**src/sv/jcb_pkg.sv**
```systemverilog
// Shared types and constants for the comment blanker.
package jcb_pkg;

	localparam logic [1:0] MODE_CODE  = 2'd0;
	localparam logic [1:0] MODE_STR   = 2'd1;
	localparam logic [1:0] MODE_BLOCK = 2'd2;
	localparam logic [1:0] MODE_LINE  = 2'd3;

	localparam logic [7:0] CH_QUOTE = 8'h22;
	localparam logic [7:0] CH_BSL   = 8'h5C;
	localparam logic [7:0] CH_SLASH = 8'h2F;
	localparam logic [7:0] CH_STAR  = 8'h2A;
	localparam logic [7:0] CH_LF    = 8'h0A;
	localparam logic [7:0] CH_CR    = 8'h0D;
	localparam logic [7:0] CH_SP    = 8'h20;

	typedef struct packed {
		logic [7:0] in_byte;
		logic       is_final;
	} in_t;

	typedef struct packed {
		logic [7:0] out_byte;
		logic       out_final;
	} out_t;

	// One lexer step's output: one or two bytes.
	typedef struct packed {
		logic       two;
		logic [7:0] b0;
		logic [7:0] b1;
		logic       fin;
	} q_entry_t;

	typedef struct packed {
		logic     push;
		q_entry_t ent;
	} q_wr_t;

	typedef struct packed {
		logic     empty;
		q_entry_t head;
	} q_rd_t;

	typedef struct packed {
		logic [1:0] mode;
		logic       held;
	} lex_stat_t;

endpackage

```
**src/sv/jcb_stream_if.sv**
```systemverilog
// Valid/ready stream channel with a typed payload.
interface jcb_stream_if #(parameter type T = logic);
	logic valid;
	logic ready;
	T     payload;

	modport source (output valid, output payload, input ready);
	modport sink   (input valid, input payload, output ready);
endinterface

```
**src/sv/jcb_back.sv**
```systemverilog
// Back end: serializes queued results into single output bytes.
module jcb_back import jcb_pkg::*; (
	input  logic          clk,
	input  logic          arst_n,
	input  q_rd_t         rd,
	output logic          pop,
	jcb_stream_if.source  tx
);

	logic out_valid_q;
	out_t out_q;
	logic half_q;   // first byte of a two-byte head already sent
	logic load;

	assign load = !out_valid_q || tx.ready;
	assign pop  = load && !rd.empty && (!rd.head.two || half_q);

	always_ff @(posedge clk or negedge arst_n) begin
		if (!arst_n) begin
			out_valid_q <= 1'b0;
			half_q      <= 1'b0;
		end else if (load) begin
			out_valid_q <= !rd.empty;
			if (!rd.empty)
				half_q <= rd.head.two && !half_q;
		end
	end

	always_ff @(posedge clk) begin
		if (load && !rd.empty) begin
			if (rd.head.two && !half_q) begin
				out_q.out_byte  <= rd.head.b0;
				out_q.out_final <= 1'b0;
			end else begin
				out_q.out_byte  <= half_q ? rd.head.b1 : rd.head.b0;
				out_q.out_final <= rd.head.fin;
			end
		end
	end

	assign tx.valid   = out_valid_q;
	assign tx.payload = out_q;

endmodule

```
**src/flat_wrapper.sv**
```systemverilog
// flat-port wrapper written by rule: the top's interface ports become plain ports
module jcb_back_flat import jcb_pkg::*;
  (clk, arst_n, rd, pop, tx_valid, tx_payload, tx_ready);
  jcb_stream_if tx_i ();
  input  logic clk;
  input  logic arst_n;
  input  q_rd_t rd;
  output logic pop;
  output wire logic [$bits(tx_i.valid)-1:0] tx_valid;
  output wire logic [$bits(tx_i.payload)-1:0] tx_payload;
  input wire logic [$bits(tx_i.ready)-1:0] tx_ready;
  assign tx_valid = tx_i.valid;
  assign tx_payload = tx_i.payload;
  assign tx_i.ready = tx_ready;
  jcb_back u_core (.clk(clk), .arst_n(arst_n), .rd(rd), .pop(pop), .tx(tx_i));
endmodule
```
**config.mk**
```make
export PLATFORM = sky130hd
export DESIGN_NAME = jcb_back_flat
export DESIGN_NICKNAME = d
export VERILOG_FILES = /design/src/sv/jcb_pkg.sv /design/src/sv/jcb_stream_if.sv /design/src/sv/jcb_back.sv /design/src/flat_wrapper.sv
export SDC_FILE = /design/constraint.sdc
export NUM_CORES = 1
export LEC_CHECK = 0
export BUFFER_PORTS_ARGS = -buffer_cell sky130_fd_sc_hd__buf_4
export CORE_AREA = 2 2 39 41
export DETAILED_ROUTE_END_ITERATION = 6
export DIE_AREA = 0 0 41 43
export GPL_TIMING_DRIVEN = 0
export HOLD_SLACK_MARGIN = 0.02
export PLACE_DENSITY = 0.49
export SLEW_MARGIN = 25
export SYNTH_ARGS = -nofsm -noshare
export SYNTH_HDL_FRONTEND = slang
export SYNTH_SLANG_ARGS = --single-unit
```
**constraint.sdc**
```tcl
create_clock -name clk -period 2.1 [get_ports clk]
set_input_delay 0.42 -clock clk [delete_from_list [all_inputs] [get_ports clk]]
set_output_delay 0.42 -clock clk [all_outputs]
set_load 0.01 [all_outputs]
```
==> results_dict.tcl <==
set metrics [dict create \
    status "complete, no violations" \
    wl_per_cell_um 8.775 \
    design.portCount 25 \
    track_usage 0.05835 \
    synth_seq_area_share 0.5614 \
    viasPerCell 3.100 \
    synthMuxAreaShare 0.1053 \
    syn_area_per_cell_um2 12.97 \
    fin_skew_ps 2.133 \
    fmax_mhz 655.5 \
    yosysUniqueCellTypes 8 \
    rows 14 \
    power_density_nw_per_um2 830.2 \
    numCtsBuffers 3 \
    die_x_um 41 \
    fin_nets 47 \
    synth_xor_area_frac 0 \
    endpoint_kind "output port" \
    syn-num-nets 33 \
    final_common_cell "buf_4" \
    finalSetupViolations 0 \
    vias 124 \
    first_global_vias 140 \
    fp.dieArea_um2 1763 \
    clock_sinks 3 \
    cp_max_fo 3 \
    worstPathRequired_ps 1680 \
    dp_cells 35 \
    ys.warnings.count 0 \
    cpPeakStageDelay_ps 410 \
    fin_tns_setup_ps 0 \
    detail_route.wirelength_um 351 \
    pre_cts_ws_ps 680.4 \
    synth_compound_area_frac 0.1491 \
    path_buf_inv 1 \
    clk_latency_ps 230 \
    gr-total-overflow 0 \
    cp-start-kind "flop" \
    n_antenna_cell 0 \
    port_buffers 8 \
    timing.final.crit_share 0.7265 \
    finalHoldViolCount 0 \
    netlist_instances 11 \
    maxSlewViolCount 0 \
    crit_family "flip-flops" \
    cts_max_level 1 \
    drive_gt1_frac 0.5833 \
    layout_common_cells "buf_4, nor2b_1, clkbuf_4, dfrtp_1" \
    crit_type "flop to output port" \
    synth-adder-area-share 0 \
    yosys.area_share.simple 0.1316 \
    finalWorstSetupSlack_ps 574.4 \
    syn_area_um2 142.6 \
    cts_tree "done" \
    grt_setup_unrepaired "no" \
    worstHoldPathType "input port to flop" \
    area_growth_pct 81.58 \
    arrival_ps 1110 \
    drc_errors 0 \
    antenna_found_initial 0 \
    period_minus_slack_ps 1526 \
    p_leak_nw 0.1211 \
    worst_slew_pin_slew_ps 210.2 \
    ir_drop_v 0.0001704 \
    cts_root_buf "clkbuf_4" \
    fp.dieH_um 43 \
    fin_cells 40 \
    cap_violations 0 \
    gp_congestion 0.6065 \
    core_um2 1384 \
    path_cells "a21oi_4, nor2b_1, buf_4" \
    grt_pass1_wl_um 552 \
    cp_slowest_cell "dfrtp_1" \
    cts.path.max_buffers 2 \
    postPlaceCellArea_um2 222.7 \
    start_util 0.1031 \
    postRouteAntennaNets 0 \
    synth_top_family_by_area "compound AO/OA/AOI/OAI gates" \
    slew_headroom 0.8596 \
    ys_ff_latch 3 \
    clk_pin_slew_worst_paths_ps 40 \
    grt_start_max_net_pins 4 \
    holdWs_ps 387.9 \
    drtPass1Iterations 2 \
    postLayoutCellArea_um2 259.0 \
    drt-initial-drc-count 1 \
]
==> logic make-up (layout without fill, tap and decap cells) <==
kind of cell,Yosys count,in the layout
compound gates,2,2
buf+inv,2,15
flops,3,3
mux,1,1
simple gates,3,3
==> synth_stat cells <==
master | n | area (µm²)
o21ai_0 | 1 | 5.000
nor2b_1 | 3 | 18.77
dfrtp_1 | 2 | 50.05
inv_2 | 1 | 3.750
edfxtp_1 | 1 | 30.03
mux2_4 | 1 | 15.01
a21oi_4 | 1 | 16.27
inv_1 | 1 | 3.750
==> through the flow <==
step                        util  total power [mW]
after floorplan                -           0.09216
after global placement    0.1609            0.1091
after detailed placement  0.1609            0.1116
after CTS                 0.1872            0.2180
after global routing      0.1872            0.2320
final                     0.1872            0.2150
==> where the power goes <==
| group | total (mW) | internal [mW] | leakage, nW | switching [mW] |
|---|---|---|---|---|
| combinational | 0.0376 | 0.0233 | 0.0731 | 0.0143 |
| sequential | 0.0742 | 0.0689 | 0.0330 | 0.00536 |
| clock | 0.103 | 0.0713 | 0.0150 | 0.0319 |
==> path summary, 6_finish.rpt <==
check                           startpoint         endpoint  slack (ps)  depth (start not counted)
max                        u_core.tx.valid              pop         570                          3
min                               tx_ready  u_core.tx.valid         390                          2
max reg2reg                u_core.tx.valid    u_core.half_q        1080                          2
min reg2reg                  u_core.half_q    u_core.half_q         530                          1
max in group asynchronous           arst_n    u_core.half_q        1500                          2
min in group asynchronous           arst_n  u_core.tx.valid         510                          2
==> metal layers <==
layer / vias up / wire length (µm) / GRT usage
li1: 61 / - / -
met1: 54 / 146 / 0.05178
met2: 9 / 140 / 0.06250
met3: 0 / 63 / 0.05236
met4: 0 / 0 / 0.08000
met5: - / 0 / 0
==> state kept, by name, indices dropped and copies added, names as in the netlist <==
register	count
u_core.tx.valid	1
u_core.half_q	1
u_core.tx.payload	1
==> area by class of cell <==
type | instances | area, µm²
clock buffers | 4 | 26.28
fillers | 146 | 1125
inverters | 2 | 7.507
multi-input cells | 6 | 55.05
flip-flops and latches | 3 | 80.08
well taps | 16 | 20.02
repair buffers | 9 | 70.07
==> worst reg2reg max path: cells and delay by family (launching register included) <==
family / cells / cell delay [ps]
AOI/OAI and AO/OA: 1 / 180
DFF: 1 / 410
muxes: 1 / 310
==> repair_timing <==
action | CTS | global route
endpoints found under the hold margin | 2 | 0
resized for setup | 0 | 0
setup buffers | 0 | 0
hold buffers | 1 | 0
(Power assumes the default switching activity.)
