<file path="config.mk">
export PLATFORM = sky130hd
export DESIGN_NAME = jcb_queue
export DESIGN_NICKNAME = d
export VERILOG_FILES = /design/src/sv/jcb_pkg.sv /design/src/sv/jcb_queue.sv
export SDC_FILE = /design/constraint.sdc
export NUM_CORES = 1
export LEC_CHECK = 0
export ABC_AREA = 1
export BUFFER_PORTS_ARGS = -buffer_cell sky130_fd_sc_hd__buf_4
export CAP_MARGIN = 30
export CORE_MARGIN = 2
export CORE_UTILIZATION = 40
export CTS_BUF_LIST = sky130_fd_sc_hd__clkbuf_16
export DETAILED_ROUTE_END_ITERATION = 10
export PLACE_DENSITY_LB_ADDON = 0.15
export SYNTH_ARGS = -nofsm -noshare
export SYNTH_HDL_FRONTEND = slang
export SYNTH_SLANG_ARGS = --single-unit
</file>
<file path="constraint.sdc">
create_clock -name clk -period 3.55 [get_ports clk]
set_input_delay 0.5325 -clock clk [delete_from_list [all_inputs] [get_ports clk]]
set_output_delay 0.5325 -clock clk [all_outputs]
set_load 0.02 [all_outputs]
</file>
<file path="src/sv/jcb_pkg.sv">
// Shared types and constants for the comment blanker.
package jcb_pkg;

	localparam logic [1:0] MODE_CODE  = 2'd0;
	localparam logic [1:0] MODE_STR   = 2'd1;
	localparam logic [1:0] MODE_BLOCK = 2'd2;
	localparam logic [1:0] MODE_LINE  = 2'd3;

	localparam logic [7:0] CH_QUOTE = 8'h22;
	localparam logic [7:0] CH_BSL   = 8'h5C;
	localparam logic [7:0] CH_SLASH = 8'h2F;
	localparam logic [7:0] CH_STAR  = 8'h2A;
	localparam logic [7:0] CH_LF    = 8'h0A;
	localparam logic [7:0] CH_CR    = 8'h0D;
	localparam logic [7:0] CH_SP    = 8'h20;

	typedef struct packed {
		logic [7:0] in_byte;
		logic       is_final;
	} in_t;

	typedef struct packed {
		logic [7:0] out_byte;
		logic       out_final;
	} out_t;

	// One lexer step's output: one or two bytes.
	typedef struct packed {
		logic       two;
		logic [7:0] b0;
		logic [7:0] b1;
		logic       fin;
	} q_entry_t;

	typedef struct packed {
		logic     push;
		q_entry_t ent;
	} q_wr_t;

	typedef struct packed {
		logic     empty;
		q_entry_t head;
	} q_rd_t;

	typedef struct packed {
		logic [1:0] mode;
		logic       held;
	} lex_stat_t;

endpackage

</file>
<file path="src/sv/jcb_queue.sv">
// Small FIFO of lexer results between front and back.
module jcb_queue import jcb_pkg::*; #(
	parameter int DEPTH = 2
) (
	input  logic  clk,
	input  logic  arst_n,
	input  q_wr_t wr,
	input  logic  pop,
	output q_rd_t rd,
	output logic  full
);

	localparam int PW = (DEPTH > 1) ? $clog2(DEPTH) : 1;
	localparam int CW = $clog2(DEPTH + 1);

	q_entry_t        mem_q [DEPTH];
	logic [PW-1:0]   wr_ptr_q, rd_ptr_q;
	logic [CW-1:0]   cnt_q;

	function automatic logic [PW-1:0] bump(input logic [PW-1:0] p);
		return (p == PW'(DEPTH - 1)) ? '0 : p + PW'(1);
	endfunction

	always_ff @(posedge clk) begin
		if (wr.push)
			mem_q[wr_ptr_q] <= wr.ent;
	end

	always_ff @(posedge clk or negedge arst_n) begin
		if (!arst_n) begin
			wr_ptr_q <= '0;
			rd_ptr_q <= '0;
			cnt_q    <= '0;
		end else begin
			if (wr.push)
				wr_ptr_q <= bump(wr_ptr_q);
			if (pop)
				rd_ptr_q <= bump(rd_ptr_q);
			if (wr.push && !pop)
				cnt_q <= cnt_q + CW'(1);
			else if (pop && !wr.push)
				cnt_q <= cnt_q - CW'(1);
		end
	end

	assign full     = (cnt_q == CW'(DEPTH));
	assign rd.empty = (cnt_q == '0);
	assign rd.head  = mem_q[rd_ptr_q];

endmodule

</file>
==> flow_summary_export.csv <==
group,metric,value,unit
outcome,status,"completed",
layout,drive_above_1_share,0.5156,
clock_network,clkSlewWorstSetupHoldPaths,50,ps
place,buffer_ports.inserted,41,
clock_network,clk_latency,270,ps
floorplan,coreArea,3689,µm²
power,p_int,0.001163,W
logic_synthesis,synth.yosys.seq_area_share,0.7595,
clock_network,clockBufferDepth,2,
layout,diodes,0,
layout,post_layout_util,0.5509,
timing,fin_worst_skew,3.703,ps
routing,routed_via_density,4.614,
place,place_congestion,0.6320,
clock_network,cts_sinks,40,
routing,first_iter_violations,34,
critical_path,worstPathArrival,1810,ps
layout,layout_common_cells,"sky130_fd_sc_hd__buf_4 (41), sky130_fd_sc_hd__edfxtp_1 (36), sky130_fd_sc_hd__mux2_4 (9), sky130_fd_sc_hd__inv_1 (9), sky130_fd_sc_hd__mux2_2 (9)",
layout,final_nets,150,
power,seq_power_share,0.434,
timing,post-route-min-period,2345,ps
layout,leading_cell_type_in_the_layout_fill_and_taps_excluded,"sky130_fd_sc_hd__buf_4",
clock_network,post_cts_resize_count,0,
timing,period_share,0.6605,
routing,dr_total_vias,812,
logic_synthesis,yosys_warnings,0,
logic_synthesis,net_count_after_synthesis,104,
critical_path,path_buf_inv,1,
critical_path,reg2regPathDepth,1,
power,p_switching,0.0004898,W
floorplan,initial_utilization,0.4216,
logic_synthesis,synthesis.area,1555,µm²
floorplan,fp.dieH,66.36,µm
routing,drcViolationCount,0,
routing,routed_wl_per_cell,13.43,µm
clock_network,cts_setup_buffers,0,
place,dp.final_hpwl,1650,µm
floorplan,io_pins,42,
critical_path,kind_of_critical_path,"reg -> out",
run,drv.max_cap_violation_count,0,
timing,report.final.slew_viol_count,0,
critical_path,setup.worst_path.end_class,"primary output",
power,cellPowerDensity,813.2,nW/µm²
routing,postRouteWirelength,2363,µm
power,p_sw_frac,0.2964,
global_routing,antenna_found_initial,0,
floorplan,fp-row-count,22,
timing,max_freq,426.5,MHz
timing,grt_setup_unrepaired,"false",
floorplan,die-area,4403,µm²
clock_network,tritoncts.num_buffers,5,
clock_network,cts-hold-fix-buffers,0,
hold_path,holdCritPathClass,"in -> async",
clock_network,cts_max_level,2,
timing,timing_hold_violations_final,0,
timing,setup_tns,0,ps
critical_path,crit_fanout,19,
critical_path,max_stage_delay,970,ps
critical_path,timing.critical_path.depth,2,
global_routing,grt_overflow_total,0,
power,maximum_vdd_drop,464.4,µV
critical_path,crit_chain,"mux2_2 -> buf_4",
critical_path,standard_cell_with_the_maximum_stage_delay_on_the_critical_path,"sky130_fd_sc_hd__dfrtp_1",
floorplan,overall_die_width,66.36,µm
timing,max-slew-margin-rel,0.3597,
logic_synthesis,ys_ff_latch,40,
critical_path,critical_path_required,3020,ps
power,cellLeakagePower,0.8455,nW
critical_path,crit_path_start_kind,"flip-flop",
logic_synthesis,netlist_instances,81,
clock_network,clk_root_buffer_cell,"sky130_fd_sc_hd__clkbuf_16",
global_routing,grt_first_pass_wirelength,3705,µm
routing,drtPass1Iterations,4,
routing,drtAntennaViolNets,0,
global_routing,grt_pass1_vias,818,
power,share_clk_of_total_power,0.244,
timing,worst_slew_pin_slew,959.4,ps
logic_synthesis,syn-mean-instance-area,19.20,µm²
timing,setup_viol,0,
global_routing,grt_util_all_layers,0.1202,
global_routing,grt_max_degree,20,
logic_synthesis,netlist-cell-type-count,14,
clock_network,tritoncts,"yes",
critical_path,worst_path_dominant_cell_family,"flip-flops",
power,combinationalPowerShare,0.323,
layout,syn2layout_area_growth,30.65,%
-- metrics by stage --
step                instance area (µm²)  total power [W]  cells  hold WS (ps)  worst slack [ps]
floorplan                          1555         0.001086     81         236.9              1820
CTS                                2032         0.001681    176         42.34              1144
finish                             2032         0.001652    176         49.49              1205
global placement                   1894         0.001260    168         330.5              1455
global route                       2032         0.001743    176         41.54              1084
detailed placement                 1894         0.001274    168         332.5              1430
-- sequential cells by signal, summed over array words and instances, names as in the netlist --
| signal | flops |
|---|---|
| rd_ptr_q | 1 |
| mem_q | 36 |
| cnt_q | 2 |
| wr_ptr_q | 1 |
-- synth_stat cells, drive strengths merged --
cell type	n	area share
xnor2	1	0.0056
edfxtp	36	0.70
dfrtp	4	0.064
ha	1	0.0080
nand3	1	0.0032
inv	7	0.017
mux2	18	0.15
nor2	3	0.0072
buf	2	0.020
nand2	5	0.012
xor2	2	0.011
nand4	1	0.0040
-- power groups by stage --
stage	clock [W]	combinational, W	sequential [W]
6_report	0.000403	0.000533	0.000717
5_1_grt	0.000437	0.000573	0.000733
4_1_cts	0.000415	0.000544	0.000722
3_5_place_dp	0	0.000543	0.000732
3_3_place_gp	0	0.000536	0.000724
2_1_floorplan	0	0.000417	0.000669
-- area by class of cell --
| cell class | count | area (µm²) |
|---|---|---|
| Timing Repair Buffer | 41 | 307.8 |
| Tap cell | 48 | 60.06 |
| Clock buffer | 5 | 125.1 |
| Inverter | 7 | 26.28 |
| Fill cell | 320 | 1657 |
| Clock inverter | 3 | 12.51 |
| Multi-Input combinational cell | 32 | 319.1 |
| Sequential cell | 40 | 1181 |
-- routing by layer --
| layer | up-vias | track usage | share of wire |
|---|---|---|---|
| met5 | - | 0 | 0 |
| met4 | 0 | 0.06888 | 0.010 |
| met3 | 2 | 0.04600 | 0.064 |
| met2 | 23 | 0.1950 | 0.53 |
| met1 | 402 | 0.1343 | 0.40 |
| li1 | 385 | - | - |
-- cells by family (layout without fill, tap and decap cells) --
kind of cell	Yosys count	in the layout	share of synthesized area
buffers and inverters	9	56	0.03701
AND/OR/NAND/NOR	10	10	0.02655
multiplexers	18	18	0.1521
XOR/XNOR	3	3	0.01690
adder cells (fa/ha/maj)	1	1	0.008044
flip-flops	40	40	0.7595
-- final timing paths --
check                                     startpoint                      to  slack (ps)
worst max register to register  wr_ptr_q$_DFFE_PN0P_  mem_q[0][17]$_DFFE_PP_        2010
min in group clk                              wr[14]  mem_q[0][14]$_DFFE_PP_         450
worst min register to register  cnt_q[1]$_DFFE_PN0P_    cnt_q[1]$_DFFE_PN0P_         510
worst max-delay path            rd_ptr_q$_DFFE_PN0P_                   rd[7]        1210
max in group asynchronous                     arst_n    rd_ptr_q$_DFFE_PN0P_        3400
worst min-delay path                          arst_n    cnt_q[0]$_DFFE_PN0P_          50
(Power assumes the default switching activity.)
